[src/rtl/fwsm_pkg.sv]
// Shared types and constants for the FIFO with search and maximum.
// Used by fwsm_cmp and fifo_with_search_and_max; no dependencies.
package fwsm_pkg;

  localparam int unsigned DEPTH_DEF = 16;
  localparam int unsigned DATA_W    = 32;
  localparam int unsigned CMD_W     = 2;
  localparam int unsigned STS_W     = 2;
  localparam int unsigned OCC_W     = 5;
  localparam int unsigned IN_W      = 40;  // cmd + value, padded to whole bytes
  localparam int unsigned OUT_W     = 72;  // status + result + found + front + occupancy

  typedef enum logic [CMD_W-1:0] {
    CMD_ENQ    = 2'd0,
    CMD_DEQ    = 2'd1,
    CMD_SEARCH = 2'd2,
    CMD_MAX    = 2'd3
  } cmd_e;

  typedef enum logic [STS_W-1:0] {
    STS_OK    = 2'd0,
    STS_UNDER = 2'd1,
    STS_OVER  = 2'd2
  } status_e;

  // Control word from the sequencer to the shared compare unit
  typedef struct packed {
    logic clear;   // start of a new item: drop the accumulated result
    logic vld;     // a stored word is present on the data input
    logic is_max;  // 1: track maximum, 0: match against key
  } cmp_ctrl_t;

endpackage

[src/rtl/fwsm_ram.sv]
// Generic single-write, single-read RAM with registered read data.
// No dependencies.
module fwsm_ram #(
  parameter int unsigned WIDTH = 32,
  parameter int unsigned DEPTH = 16
) (
  input  logic                     clk_i,
  input  logic                     we_i,
  input  logic [$clog2(DEPTH)-1:0] waddr_i,
  input  logic [WIDTH-1:0]         wdata_i,
  input  logic [$clog2(DEPTH)-1:0] raddr_i,
  output logic [WIDTH-1:0]         rdata_o
);

  logic [WIDTH-1:0] mem_q [DEPTH];
  logic [WIDTH-1:0] rdata_q;

  always_ff @(posedge clk_i) begin
    if (we_i) begin
      mem_q[waddr_i] <= wdata_i;
    end
    rdata_q <= mem_q[raddr_i];
  end

  assign rdata_o = rdata_q;

endmodule

[src/rtl/fwsm_cmp.sv]
// Shared compare unit: key match and signed running maximum over scanned words.
// Depends on fwsm_pkg.
module fwsm_cmp (
  input  logic                              clk_i,
  input  logic                              rst_ni,
  input  fwsm_pkg::cmp_ctrl_t               ctrl_i,
  input  logic signed [fwsm_pkg::DATA_W-1:0] key_i,
  input  logic signed [fwsm_pkg::DATA_W-1:0] data_i,
  output logic signed [fwsm_pkg::DATA_W-1:0] max_o,
  output logic                              found_o
);

  logic signed [fwsm_pkg::DATA_W-1:0] max_q, max_d;
  logic                               found_q, found_d;
  logic                               first_q, first_d;

  always_comb begin
    max_d   = max_q;
    found_d = found_q;
    first_d = first_q;
    if (ctrl_i.clear) begin
      found_d = 1'b0;
      first_d = 1'b1;
    end else if (ctrl_i.vld) begin
      if (ctrl_i.is_max) begin
        // keep the earliest word on a tie
        if (first_q || (data_i > max_q)) begin
          max_d = data_i;
        end
        first_d = 1'b0;
      end else if (data_i == key_i) begin
        found_d = 1'b1;
      end
    end
  end

  always_ff @(posedge clk_i or negedge rst_ni) begin
    if (!rst_ni) begin
      found_q <= 1'b0;
      first_q <= 1'b1;
    end else begin
      found_q <= found_d;
      first_q <= first_d;
    end
  end

  always_ff @(posedge clk_i) begin
    max_q <= max_d;
  end

  assign max_o   = max_q;
  assign found_o = found_q;

endmodule

[src/rtl/fifo_with_search_and_max.sv]
// Top level of the FIFO with search and maximum: sequencer, ring pointers, output register.
// Depends on fwsm_pkg, fwsm_ram and fwsm_cmp.
//
// Usage:
//   Input words arrive on s_axis_*: a command (enqueue, dequeue, search, maximum)
//   and a 32-bit signed value. Each accepted word yields exactly one output word on
//   m_axis_*: status, dequeued item or maximum, found flag, front item and occupancy.
//   s_axis_tready_o is high only while the sequencer is idle; one word is worked on
//   at a time.
//   Each accepted word passes through the execute state; a dequeue then reads and
//   removes the front slot, and search and maximum scan the stored items (at most
//   DEPTH; maximum skips the scan on an empty queue) before the front read and output.
//   The scan issues one ring read per cycle through the single RAM read port and
//   feeds the shared compare unit.
//   Enqueue on a full queue is dropped with overflow status; dequeue or maximum on
//   an empty queue returns underflow with a zero result.
//   Reset clears the pointers, the count and the output valid; the ring RAM needs
//   no clearing since only occupied slots are ever read.
//   A finished word waits in the output register while the next input word is
//   accepted; the sequencer holds in its final state until that register is free.
module fifo_with_search_and_max #(
  parameter int unsigned DEPTH = fwsm_pkg::DEPTH_DEF
) (
  input  logic                         clk_i,
  input  logic                         rst_ni,
  input  logic                         s_axis_tvalid_i,
  output logic                         s_axis_tready_o,
  // [1:0] cmd, [33:2] value, [39:34] zero
  input  logic [fwsm_pkg::IN_W-1:0]    s_axis_tdata_i,
  output logic                         m_axis_tvalid_o,
  input  logic                         m_axis_tready_i,
  // [1:0] status, [33:2] result_value, [34] found, [66:35] front_value,
  // [71:67] occupancy
  output logic [fwsm_pkg::OUT_W-1:0]   m_axis_tdata_o
);

  localparam int unsigned AW = (DEPTH > 1) ? $clog2(DEPTH) : 1;
  localparam int unsigned CW = $clog2(DEPTH + 1);

  typedef enum logic [6:0] {
    S_IDLE       = 7'b0000001,
    S_EXEC       = 7'b0000010,
    S_DEQ_WAIT   = 7'b0000100,
    S_SCAN       = 7'b0001000,
    S_FRONT      = 7'b0010000,
    S_FRONT_WAIT = 7'b0100000,
    S_DONE       = 7'b1000000
  } state_e;

  state_e state_q, state_d;

  fwsm_pkg::cmd_e                       cmd_q, cmd_d;
  logic signed [fwsm_pkg::DATA_W-1:0]   val_q, val_d;
  logic [AW-1:0]                        head_q, head_d, tail_q, tail_d;
  logic [CW-1:0]                        count_q, count_d;
  logic [AW-1:0]                        scan_idx_q, scan_idx_d;
  logic [CW-1:0]                        issued_q, issued_d;
  logic                                 pend_q, pend_d;
  fwsm_pkg::status_e                    status_q, status_d;
  logic signed [fwsm_pkg::DATA_W-1:0]   res_q, res_d;
  logic signed [fwsm_pkg::DATA_W-1:0]   front_q, front_d;
  logic                                 m_valid_q, m_valid_d;
  logic [fwsm_pkg::OUT_W-1:0]           m_data_q, m_data_d;

  logic                                 full, empty;
  logic                                 ram_we;
  logic [AW-1:0]                        ram_raddr;
  logic signed [fwsm_pkg::DATA_W-1:0]   ram_rdata;
  fwsm_pkg::cmp_ctrl_t                  cmp_ctrl;
  logic signed [fwsm_pkg::DATA_W-1:0]   cmp_max;
  logic                                 cmp_found;

  function automatic logic [AW-1:0] next_slot(input logic [AW-1:0] idx);
    return (idx == AW'(DEPTH - 1)) ? '0 : AW'(idx + 1'b1);
  endfunction

  assign full  = (count_q == CW'(DEPTH));
  assign empty = (count_q == '0);

  fwsm_ram #(
    .WIDTH(fwsm_pkg::DATA_W),
    .DEPTH(DEPTH)
  ) u_ram (
    .clk_i  (clk_i),
    .we_i   (ram_we),
    .waddr_i(tail_q),
    .wdata_i(val_q),
    .raddr_i(ram_raddr),
    .rdata_o(ram_rdata)
  );

  fwsm_cmp u_cmp (
    .clk_i  (clk_i),
    .rst_ni (rst_ni),
    .ctrl_i (cmp_ctrl),
    .key_i  (val_q),
    .data_i (ram_rdata),
    .max_o  (cmp_max),
    .found_o(cmp_found)
  );

  assign s_axis_tready_o = (state_q == S_IDLE);
  assign m_axis_tvalid_o = m_valid_q;
  assign m_axis_tdata_o  = m_data_q;

  // Read port: the scan walks its own index, everything else reads the front slot
  always_comb begin
    case (state_q)
      S_SCAN:  ram_raddr = scan_idx_q;
      default: ram_raddr = head_q;
    endcase
  end

  assign ram_we = (state_q == S_EXEC) && (cmd_q == fwsm_pkg::CMD_ENQ) && !full;

  assign cmp_ctrl.clear  = (state_q == S_EXEC);
  assign cmp_ctrl.vld    = (state_q == S_SCAN) && pend_q;
  assign cmp_ctrl.is_max = (cmd_q == fwsm_pkg::CMD_MAX);

  always_comb begin
    state_d    = state_q;
    cmd_d      = cmd_q;
    val_d      = val_q;
    head_d     = head_q;
    tail_d     = tail_q;
    count_d    = count_q;
    scan_idx_d = scan_idx_q;
    issued_d   = issued_q;
    pend_d     = pend_q;
    status_d   = status_q;
    res_d      = res_q;
    front_d    = front_q;
    m_data_d   = m_data_q;
    // drop the output word once the receiver takes it
    m_valid_d  = m_valid_q && !m_axis_tready_i;

    case (state_q)
      S_IDLE: begin
        if (s_axis_tvalid_i) begin
          cmd_d   = fwsm_pkg::cmd_e'(s_axis_tdata_i[1:0]);
          val_d   = s_axis_tdata_i[33:2];
          state_d = S_EXEC;
        end
      end
      S_EXEC: begin
        status_d   = fwsm_pkg::STS_OK;
        res_d      = '0;
        scan_idx_d = head_q;
        issued_d   = '0;
        pend_d     = 1'b0;
        case (cmd_q)
          fwsm_pkg::CMD_ENQ: begin
            if (full) begin
              status_d = fwsm_pkg::STS_OVER;
            end else begin
              tail_d  = next_slot(tail_q);
              count_d = CW'(count_q + 1'b1);
            end
            state_d = S_FRONT;
          end
          fwsm_pkg::CMD_DEQ: begin
            if (empty) begin
              status_d = fwsm_pkg::STS_UNDER;
              state_d  = S_FRONT;
            end else begin
              state_d = S_DEQ_WAIT;
            end
          end
          fwsm_pkg::CMD_SEARCH: begin
            state_d = S_SCAN;
          end
          default: begin
            if (empty) begin
              status_d = fwsm_pkg::STS_UNDER;
              state_d  = S_FRONT;
            end else begin
              state_d = S_SCAN;
            end
          end
        endcase
      end
      S_DEQ_WAIT: begin
        res_d   = ram_rdata;
        head_d  = next_slot(head_q);
        count_d = CW'(count_q - 1'b1);
        state_d = S_FRONT;
      end
      S_SCAN: begin
        // issue one read per cycle; each compare lands in the following cycle
        if (issued_q != count_q) begin
          issued_d   = CW'(issued_q + 1'b1);
          scan_idx_d = next_slot(scan_idx_q);
          pend_d     = 1'b1;
        end else begin
          pend_d = 1'b0;
          if (!pend_q) begin
            if (cmd_q == fwsm_pkg::CMD_MAX) begin
              res_d = cmp_max;
            end
            state_d = S_FRONT;
          end
        end
      end
      S_FRONT: begin
        state_d = S_FRONT_WAIT;
      end
      S_FRONT_WAIT: begin
        front_d = empty ? '0 : ram_rdata;
        state_d = S_DONE;
      end
      S_DONE: begin
        // hold until the output register is free
        if (!m_valid_q || m_axis_tready_i) begin
          m_data_d  = {fwsm_pkg::OCC_W'(count_q), front_q,
                       (cmd_q == fwsm_pkg::CMD_SEARCH) && cmp_found, res_q, status_q};
          m_valid_d = 1'b1;
          state_d   = S_IDLE;
        end
      end
      default: begin
        state_d = S_IDLE;
      end
    endcase
  end

  always_ff @(posedge clk_i or negedge rst_ni) begin
    if (!rst_ni) begin
      state_q   <= S_IDLE;
      head_q    <= '0;
      tail_q    <= '0;
      count_q   <= '0;
      issued_q  <= '0;
      pend_q    <= 1'b0;
      m_valid_q <= 1'b0;
    end else begin
      state_q   <= state_d;
      head_q    <= head_d;
      tail_q    <= tail_d;
      count_q   <= count_d;
      issued_q  <= issued_d;
      pend_q    <= pend_d;
      m_valid_q <= m_valid_d;
    end
  end

  always_ff @(posedge clk_i) begin
    cmd_q      <= cmd_d;
    val_q      <= val_d;
    scan_idx_q <= scan_idx_d;
    status_q   <= status_d;
    res_q      <= res_d;
    front_q    <= front_d;
    m_data_q   <= m_data_d;
  end

`ifndef ASSERT_OFF
  a_count_bound: assert property (@(posedge clk_i) disable iff (!rst_ni)
    count_q <= CW'(DEPTH))
    else $error("item count beyond depth");

  a_ptr_match: assert property (@(posedge clk_i) disable iff (!rst_ni)
    (empty || full) |-> (head_q == tail_q))
    else $error("head and tail disagree with count");

  a_enq_count: assert property (@(posedge clk_i) disable iff (!rst_ni)
    (state_q == S_EXEC && cmd_q == fwsm_pkg::CMD_ENQ && !full)
      |=> (count_q == CW'($past(count_q) + 1'b1)))
    else $error("enqueue did not advance count");

  a_scan_limit: assert property (@(posedge clk_i) disable iff (!rst_ni)
    (state_q == S_SCAN) |-> (issued_q <= count_q))
    else $error("scan issued beyond stored items");
`endif

endmodule
[config.mk]
export PLATFORM = sky130hd
export DESIGN_NAME = fifo_with_search_and_max
export DESIGN_NICKNAME = d
export VERILOG_FILES = /design/src/rtl/fwsm_pkg.sv /design/src/rtl/fwsm_ram.sv /design/src/rtl/fwsm_cmp.sv /design/src/rtl/fifo_with_search_and_max.sv
export SDC_FILE = /design/constraint.sdc
export NUM_CORES = 1
export LEC_CHECK = 0
export ABC_AREA = 1
export BUFFER_PORTS_ARGS = -buffer_cell sky130_fd_sc_hd__buf_2
export CAP_MARGIN = 25
export CORE_MARGIN = 1
export CORE_UTILIZATION = 42
export CTS_BUF_LIST = sky130_fd_sc_hd__clkbuf_2
export CTS_CLUSTER_SIZE = 30
export DETAILED_ROUTE_END_ITERATION = 16
export PLACE_DENSITY = 0.67
export SLEW_MARGIN = 20
export SYNTH_ARGS = -nofsm -noshare
export SYNTH_HDL_FRONTEND = slang
export SYNTH_SLANG_ARGS = --single-unit
export TNS_END_PERCENT = 5
[constraint.sdc]
create_clock -name clk_i -period 5.55 [get_ports clk_i]
set_clock_uncertainty 0.1 [all_clocks]
set_input_delay 0.555 -clock clk_i [delete_from_list [all_inputs] [get_ports clk_i]]
set_output_delay 0.555 -clock clk_i [all_outputs]
set_load 0.1 [all_outputs]
### Yosys cells after proc, flatten, opt, wreduce, memory -nomap -nowiden

Memories as Yosys holds them, arrays and structs flattened. A register that Yosys moved wholly into a read port is not among the register bits.
Index checks and enable logic that the tools add are counted.

| cells by class | value |
|---|---|
| add/subtract/negate cells | 6 |
| $mul | 0 |
| div/mod/pow operators | 0 |
| order comparisons | 1 |
| equal/unequal tests | 25 |
| shifts and indexed selects | 0 |
| mux-type cells | 39 |
| bitwise operators | 2 |
| reduce and logical (&&, ||, !) cells | 28 |

Operator list:

| kind | count |
|---|---|
| 2-to-1 mux 32 bit | 3 |
| one-hot mux 32 bit (3 select lines) | 1 |
| one-hot mux 7 bit (7 select lines) | 1 |
| equality test 32 bit | 1 |
| greater-than comparator 32 bit | 1 |
| 2-to-1 mux 7 bit | 4 |
| 2-to-1 mux 5 bit | 5 |
| 2-to-1 mux 4 bit | 5 |
| one-hot mux 5 bit (2 select lines) | 2 |
| one-hot mux 5 bit (3 select lines) | 1 |
| 2-to-1 mux 1 bit | 13 |
| adder 4 x 1 -> 4 bit (second input constant) | 3 |
| equality test 4 bit (second input constant) | 3 |
| inequality test 2 bit (second input constant) | 6 |
| AND reduction 4 bit | 3 |
| adder 5 x 1 -> 5 bit (second input constant) | 2 |
| nonzero test 2 bit | 5 |
| AND reduction 3 bit | 3 |
| one-hot mux 4 bit (2 select lines) | 1 |
| AND reduction 2 bit | 4 |
| equality test 7 x 1 -> 1 bit (second input constant) | 1 |
| equality test 7 x 2 -> 1 bit (second input constant) | 1 |
| equality test 7 x 3 -> 1 bit (second input constant) | 1 |
| equality test 7 x 4 -> 1 bit (second input constant) | 1 |
| other kinds (19) | 30 |

| storage, ports and cells | value |
|---|---|
| register bits | 237 |
| bits in latches | 0 |
| RAM bits | 512 |
| memory bits (read-only) | 0 |
| input bits | 44 |
| output and inout port bits | 74 |
| word-level logic and storage cells | 119 |
| memories kept | 1 |

Memory list:

| name | words | width | read ports | clocked after memory_dff | write ports | line | RTL |
|---|---|---|---|---|---|---|---|
| u_ram.mem_q | 16 | 32 | 1 | 1 | 1 | fwsm_ram.sv:15 | `logic [WIDTH-1:0] mem_q [DEPTH];` |

### Depth between registers and ports, before layout

| logic depth | value |
|---|---|
| depth in word-level cells | 5 |
| gate-level depth with buffers | 17 |
| mapped depth without buffers | 17 |

### Hierarchy

From an unflattened synthesis, not the netlist that was laid out.

| unflattened totals | value |
|---|---|
| cells, all modules | 2916 |
| area, all modules | 32780.2 sq um |

By module, submodules not included:

| module | instances | cells an instance | area an instance (sq um) | seq. area each (sq um) |
|---|---|---|---|---|
| fwsm_ram | 1 | 2120 | 22744.3 | 16015.4 |
| fifo_with_search_and_max | 1 | 527 | 7654.8 | 5962.0 |
| fwsm_cmp | 1 | 269 | 2381.0 | 1012.2 |

### Worst setup path before layout

Ideal clock, no wire load.

| timing path | value |
|---|---|
| kind | register to register |
| start | register state_q[4] |
| end | register cmd_q[0] (enable) |
| library setup time | 0.425 ns |
| arrival | 5.567 ns |
| data required time | 5.025 ns |
| setup slack | -0.542 ns |
| cell stages (with the launch flop) | 6 |
| buffers on the path | 0 |
| period minus slack after synthesis | 6.092 ns |
| cell sequence | dfrtp_1 nor3_4 inv_1 nor4_1 inv_1 nor2_1 |

| on the way | value |
|---|---|
| word-level cells in the longest chain between the ends | 2 |

Ends and longest elaborated chain:

| element | line | RTL |
|---|---|---|
| from (decl) | fifo_with_search_and_max.sv:50 | `state_e state_q, state_d;` |
| from (signal assigned) | fifo_with_search_and_max.sv:236 | `state_q <= state_d;` |
| equality test 7 x 1 -> 1 bit | n/a |  |
| via s_axis_tready_o | fifo_with_search_and_max.sv:27 | `output logic s_axis_tready_o,` |
| AND reduction 2 bit (no line) | n/a |  |
| to (signal assigned) | fifo_with_search_and_max.sv:247 | `cmd_q <= cmd_d;` |
| to (decl) | fifo_with_search_and_max.sv:52 | `fwsm_pkg::cmd_e cmd_q, cmd_d;` |

The timed path passes the listed nets, and every way through them passes these cells.
A chain may end at the register's enable or synchronous reset.

### Final worst setup path

| timing path | value |
|---|---|
| start | register state_q[2] |
| end | memory u_ram.mem_q[15][16] (enable) |

| on the way | value |
|---|---|
| word-level cells in the longest chain between the ends | 5 |

Ends and longest elaborated chain:

| element | line | RTL |
|---|---|---|
| equality test 7 x 2 -> 1 bit | fifo_with_search_and_max.sv:114 | `assign ram_we = (state_q == S_EXEC) && (cmd_q == fwsm_pkg::CMD_ENQ) && !full;` |
| logical AND 1 bit (2 in a row) | fifo_with_search_and_max.sv:114 |  |
| 2-to-1 mux 1 bit | fwsm_ram.sv:19 | `if (we_i) begin` |
| 2-to-1 mux 1 bit (implied by the code) | fwsm_ram.sv:20 | `mem_q[waddr_i] <= wdata_i;` |
| to (decl) | fwsm_ram.sv:15 |  |

No other way between the ends.

==> metrics.sh <==
DIEAREA_UM2=77700
ANTENNA_VIOLATIONS_BEFORE_REPAIR=6
FIN_SETUP_TNS_PS=0
CRITICAL_PATH_ARRIVAL_PS=4490
HTREE_LEVELS=4
WORST_CASE_HOLD_PATH_END_POINT='m_axis_tdata_o[13]'
PORTBUFFERS=111
CRITICAL_PATH_CLASS='register to register'
PWR-SHARE-COMB_PCT=22.4
TOTAL_SWITCHING_POWER_mW=5.13
Y_DIMENSION_OF_THE_DIE_UM=279
HIGHEST_LAYER='met5'
POST_DP_CELL_AREA_UM2=33900
FINALSETUPVIOLATIONS=0
TIMING_WORST_SLEW_PIN_VALUE_PS=1050
CRIT-REG2REG-LAUNCH='state_q[2]'
START_UTIL_PCT=42.4
ANT_NETS=0
FIRST_GLOBAL_VIAS=19533
P_INT_mW=9.62
FF2FF_PATH_DEPTH=10
CELLPOWERDENSITY_nW_PER_UM2=404
POSTCTSSETUPREPAIRBUFS=0
DRTITER0DRC=1717
WORSTHOLDPATHTYPE='register to register'
DIE_WIDTH_UM=279
FINALNETCOUNT=3196
GRT_SETUP_UNREPAIRED='false'
MIN_PERIOD_OVER_PERIOD_PCT=63.7
CLKSINKCOUNT=781
WL_PER_CELL_UM=17.0
CTS_BUFFERS=186
POSTSYNTHREGISTERBITS=781
SEQ_POWER_SHARE_PCT=52.6
POST-DP-HPWL_UM=40200
SYNTHESIS.NETS=2892
FLOORPLAN.IO_PINS=118
POWER.SHARE.CLOCK_PCT=24.9
MET3_WIRELENGTH_FROM_DETAILED_ROUTING_UM=5270
GP_CONGESTION=0.808
LEAKAGE_nW=15.3
DOMINANT_SYNTHESIZED_FLOP_CELL='sky130_fd_sc_hd__edfxtp_1'
MAX-CAP-VIOLATIONS=0
SYNTH_ASYNC_SR_FLOP_SHARE_PCT=3.71
SYNTH_TOP_AREA_CELL='sky130_fd_sc_hd__edfxtp_1'
CTS.ROOT.BUFFER_CELL='sky130_fd_sc_hd__clkbuf_2'
POST_SYNTH_INST_COUNT=2805
SYNTH_TOP_CELLS_BY_AREA='sky130_fd_sc_hd__edfxtp_1 (67%), sky130_fd_sc_hd__nand2_1 (10%), sky130_fd_sc_hd__nand3_1 (5.3%), sky130_fd_sc_hd__inv_1 (4.9%), sky130_fd_sc_hd__dfrtp_1 (2.1%)'
MIN-DELAY-START='res_q[11]'
WORST_SKEW_PAIR.LATE_LATENCY_PS=1380
DETAIL_ROUTE.WIRELENGTH_UM=72100
NETLIST-CELL-TYPE-COUNT=44
ROUTED_LENGTH_ON_MET2_UM=34600
DRIVE_ABOVE_1_SHARE_PCT=15.4
POST-ROUTE-MIN-PERIOD_PS=3530
POWER_SWITCHING_SHARE_PCT=34.8
FIRSTDRTPASSITERS=5
FMAX_MHz=283
CLK_PATH_BUF_DEPTH=3
WORSTSETUPSTARTPOINTTYPE='register'
POWER.TOTAL_mW=14.8
PATH_MAX_FANOUT=22
SETUP.WORST_PATH.END_CLASS='register'
REQUIRED_PS=6500
FINISH.INSTANCE_AREA_UM2=36500
GLOBALROUTEOVERFLOWTOTAL=0
SYNTH_TOP_CELLS_BY_COUNT='sky130_fd_sc_hd__nand2_1 (856), sky130_fd_sc_hd__edfxtp_1 (720), sky130_fd_sc_hd__inv_1 (420)'
DRT-VIAS-PER-INSTANCE=4.84
DETAIL_ROUTE.WIRELENGTH.MET1_UM=30900
SLEW_VIOLATIONS=0
GRT.TOTAL_USAGE_PCT=18.8
AREA_GROWTH_PCT=13.4
REGTOREGSETUPSLACK_PS=2020
GRT_PASS1_WL_UM=111000
HOLD-PATH-CELL-COUNT=0
SYNTH-EDFF-COUNT=720
DRC_ERRORS=0
SYNTH_LARGEST_TYPE_AREA_FRACTION_PCT=67.2
SYN-CELL-AREA_UM2=32200
OUTCOME='finished, final reports clean'
PATH_CLK_SLEW_PS=100
SYNTHESIS.AREA_PER_INSTANCE_UM2=11.5
CRITICAL_PATH.STARTPOINT='state_q[2]'
VIAS=20545
CORE-AREA_UM2=75800
SYNTH.YOSYS.WARNINGS=0
ROW_COUNT=101
SYNTH.MOST_COMMON_CELL='sky130_fd_sc_hd__nand2_1'
VDD_DROP_MAX_mV=0.359
FINAL_HOLD_VIO_COUNT=0
TIMING.MAX_SLEW.REL_SLACK_PCT=30.1
GRT_START_MAX_NET_PINS=143
SYNTH-SEQ-AREA-SHARE_PCT=71.4
CTS_TREE='done'
WORST_R2R_DST='u_ram.mem_q[15][16]'
-- how the worst max path moves through the flow --
stage | end | depth (start not counted)
after floorplan | cmd_q[0] | 5
after global placement | u_ram.mem_q[12][10] | 10
after detailed placement | u_ram.mem_q[15][17] | 10
after CTS | s_axis_tready_o | 4
after global routing | s_axis_tready_o | 4
final | u_ram.mem_q[15][16] | 10
-- final cells by class --
type / instances / area [um^2]
Timing Repair Buffer: 231 / 1830
Inverter: 425 / 1600
Fill cell: 6783 / 39300
Sequential cell: 781 / 23000
Multi-Input combinational cell: 1484 / 7130
Antenna cell: 9 / 22.5
Tap cell: 978 / 1220
Clock buffer: 288 / 1440
Clock inverter: 47 / 250
-- per-stage QoR --
step	std cells	setup WS (ps)	hold slack (ps)	util, %
detailed placement	3818	1980	305	44.7
finish	4243	2020	243	48.1
global route	4242	1720	120	48.1
floorplan	2805	834	159	-
global placement	3816	2020	301	44.6
CTS	4229	1850	141	47.9
-- sequential cells by signal, summed over array words and instances, names as in the netlist --
signal           count
cmd_q                2
count_q              5
front_q             32
head_q               4
issued_q             5
m_axis_tdata_o      72
m_axis_tvalid_o      1
pend_q               1
res_q               32
scan_idx_q           4
state_q              7
status_q             2
tail_q               4
u_cmp.first_q        1
u_cmp.found_o        1
u_cmp.max_o         32
u_ram.mem_q        512
u_ram.rdata_o       32
val_q               32
-- routing by layer --
metal / global-route usage, % / up-vias
li1: - / 10088
met1: 24.6 / 9617
met2: 30.7 / 732
met3: 4.65 / 106
met4: 6.37 / 2
met5: 0 / -
-- critical path: stages (launching register included) --
cell and delay, ps:
sky130_fd_sc_hd__dfrtp_1 410, sky130_fd_sc_hd__nor2_1 100, sky130_fd_sc_hd__inv_1 70, sky130_fd_sc_hd__nor3_1 240
sky130_fd_sc_hd__inv_1 90, sky130_fd_sc_hd__nor2_2 290, sky130_fd_sc_hd__nand3_1 190, sky130_fd_sc_hd__inv_1 180
sky130_fd_sc_hd__nand2_1 280, sky130_fd_sc_hd__nor2_4 880, sky130_fd_sc_hd__buf_4 400
-- power by group through the flow --
stage | logic, mW | registers (mW) | clock network, mW
floorplan | 2.46 | 7.64 | 0
global placement | 3.21 | 7.88 | 0
detailed placement | 3.26 | 7.89 | 0
CTS | 3.32 | 7.76 | 3.81
global route | 3.77 | 7.82 | 4.12
finish | 3.31 | 7.77 | 3.68
-- cells in the final DEF (no fill, tap or decap), types with 4 or more instances in the layout --
master,synthesis,layout
sky130_fd_sc_hd__inv_1,420,420
sky130_fd_sc_hd__inv_2,5,9
sky130_fd_sc_hd__nand2_1,856,854
sky130_fd_sc_hd__o21ai_0,37,37
sky130_fd_sc_hd__o22ai_1,17,17
sky130_fd_sc_hd__ha_1,42,42
sky130_fd_sc_hd__nor3_1,14,14
sky130_fd_sc_hd__dlygate4sd3_1,0,75
sky130_fd_sc_hd__or2_2,5,5
sky130_fd_sc_hd__buf_2,67,111
sky130_fd_sc_hd__clkinv_1,0,32
sky130_fd_sc_hd__dfrtp_1,27,27
sky130_fd_sc_hd__buf_16,0,5
sky130_fd_sc_hd__nor2_1,51,33
sky130_fd_sc_hd__nand3_1,338,338
sky130_fd_sc_hd__xor2_1,22,22
sky130_fd_sc_hd__buf_12,0,6
sky130_fd_sc_hd__nor4_1,5,4
sky130_fd_sc_hd__dfxtp_1,32,32
sky130_fd_sc_hd__nand4_1,8,8
sky130_fd_sc_hd__clkbuf_2,0,288
sky130_fd_sc_hd__nor2_4,0,18
sky130_fd_sc_hd__edfxtp_1,720,720
sky130_fd_sc_hd__o211ai_1,32,32
sky130_fd_sc_hd__buf_4,32,33
sky130_fd_sc_hd__a21oi_1,23,22
sky130_fd_sc_hd__clkinv_2,0,4
sky130_fd_sc_hd__xnor2_1,7,7
sky130_fd_sc_hd__diode_2,0,9
-- kinds of logic after synthesis --
| family | synth area share, % |
|---|---|
| AO/OA/AOI/OAI | 2.41 |
| XOR/XNOR | 0.789 |
| adder cells (fa/ha/maj) | 1.70 |
| buffers and inverters | 7.03 |
| flip-flops | 71.4 |
| AND/OR/NAND/NOR | 16.6 |
-- repair_timing --
| item | CTS | global route |
|---|---|---|
| hold buffers | 76 | 0 |
| hold endpoints to repair | 158 | 0 |
| gates resized for setup | 0 | 0 |
| setup endpoints to repair | 0 | 0 |
Power figures use the tool's default switching activity.
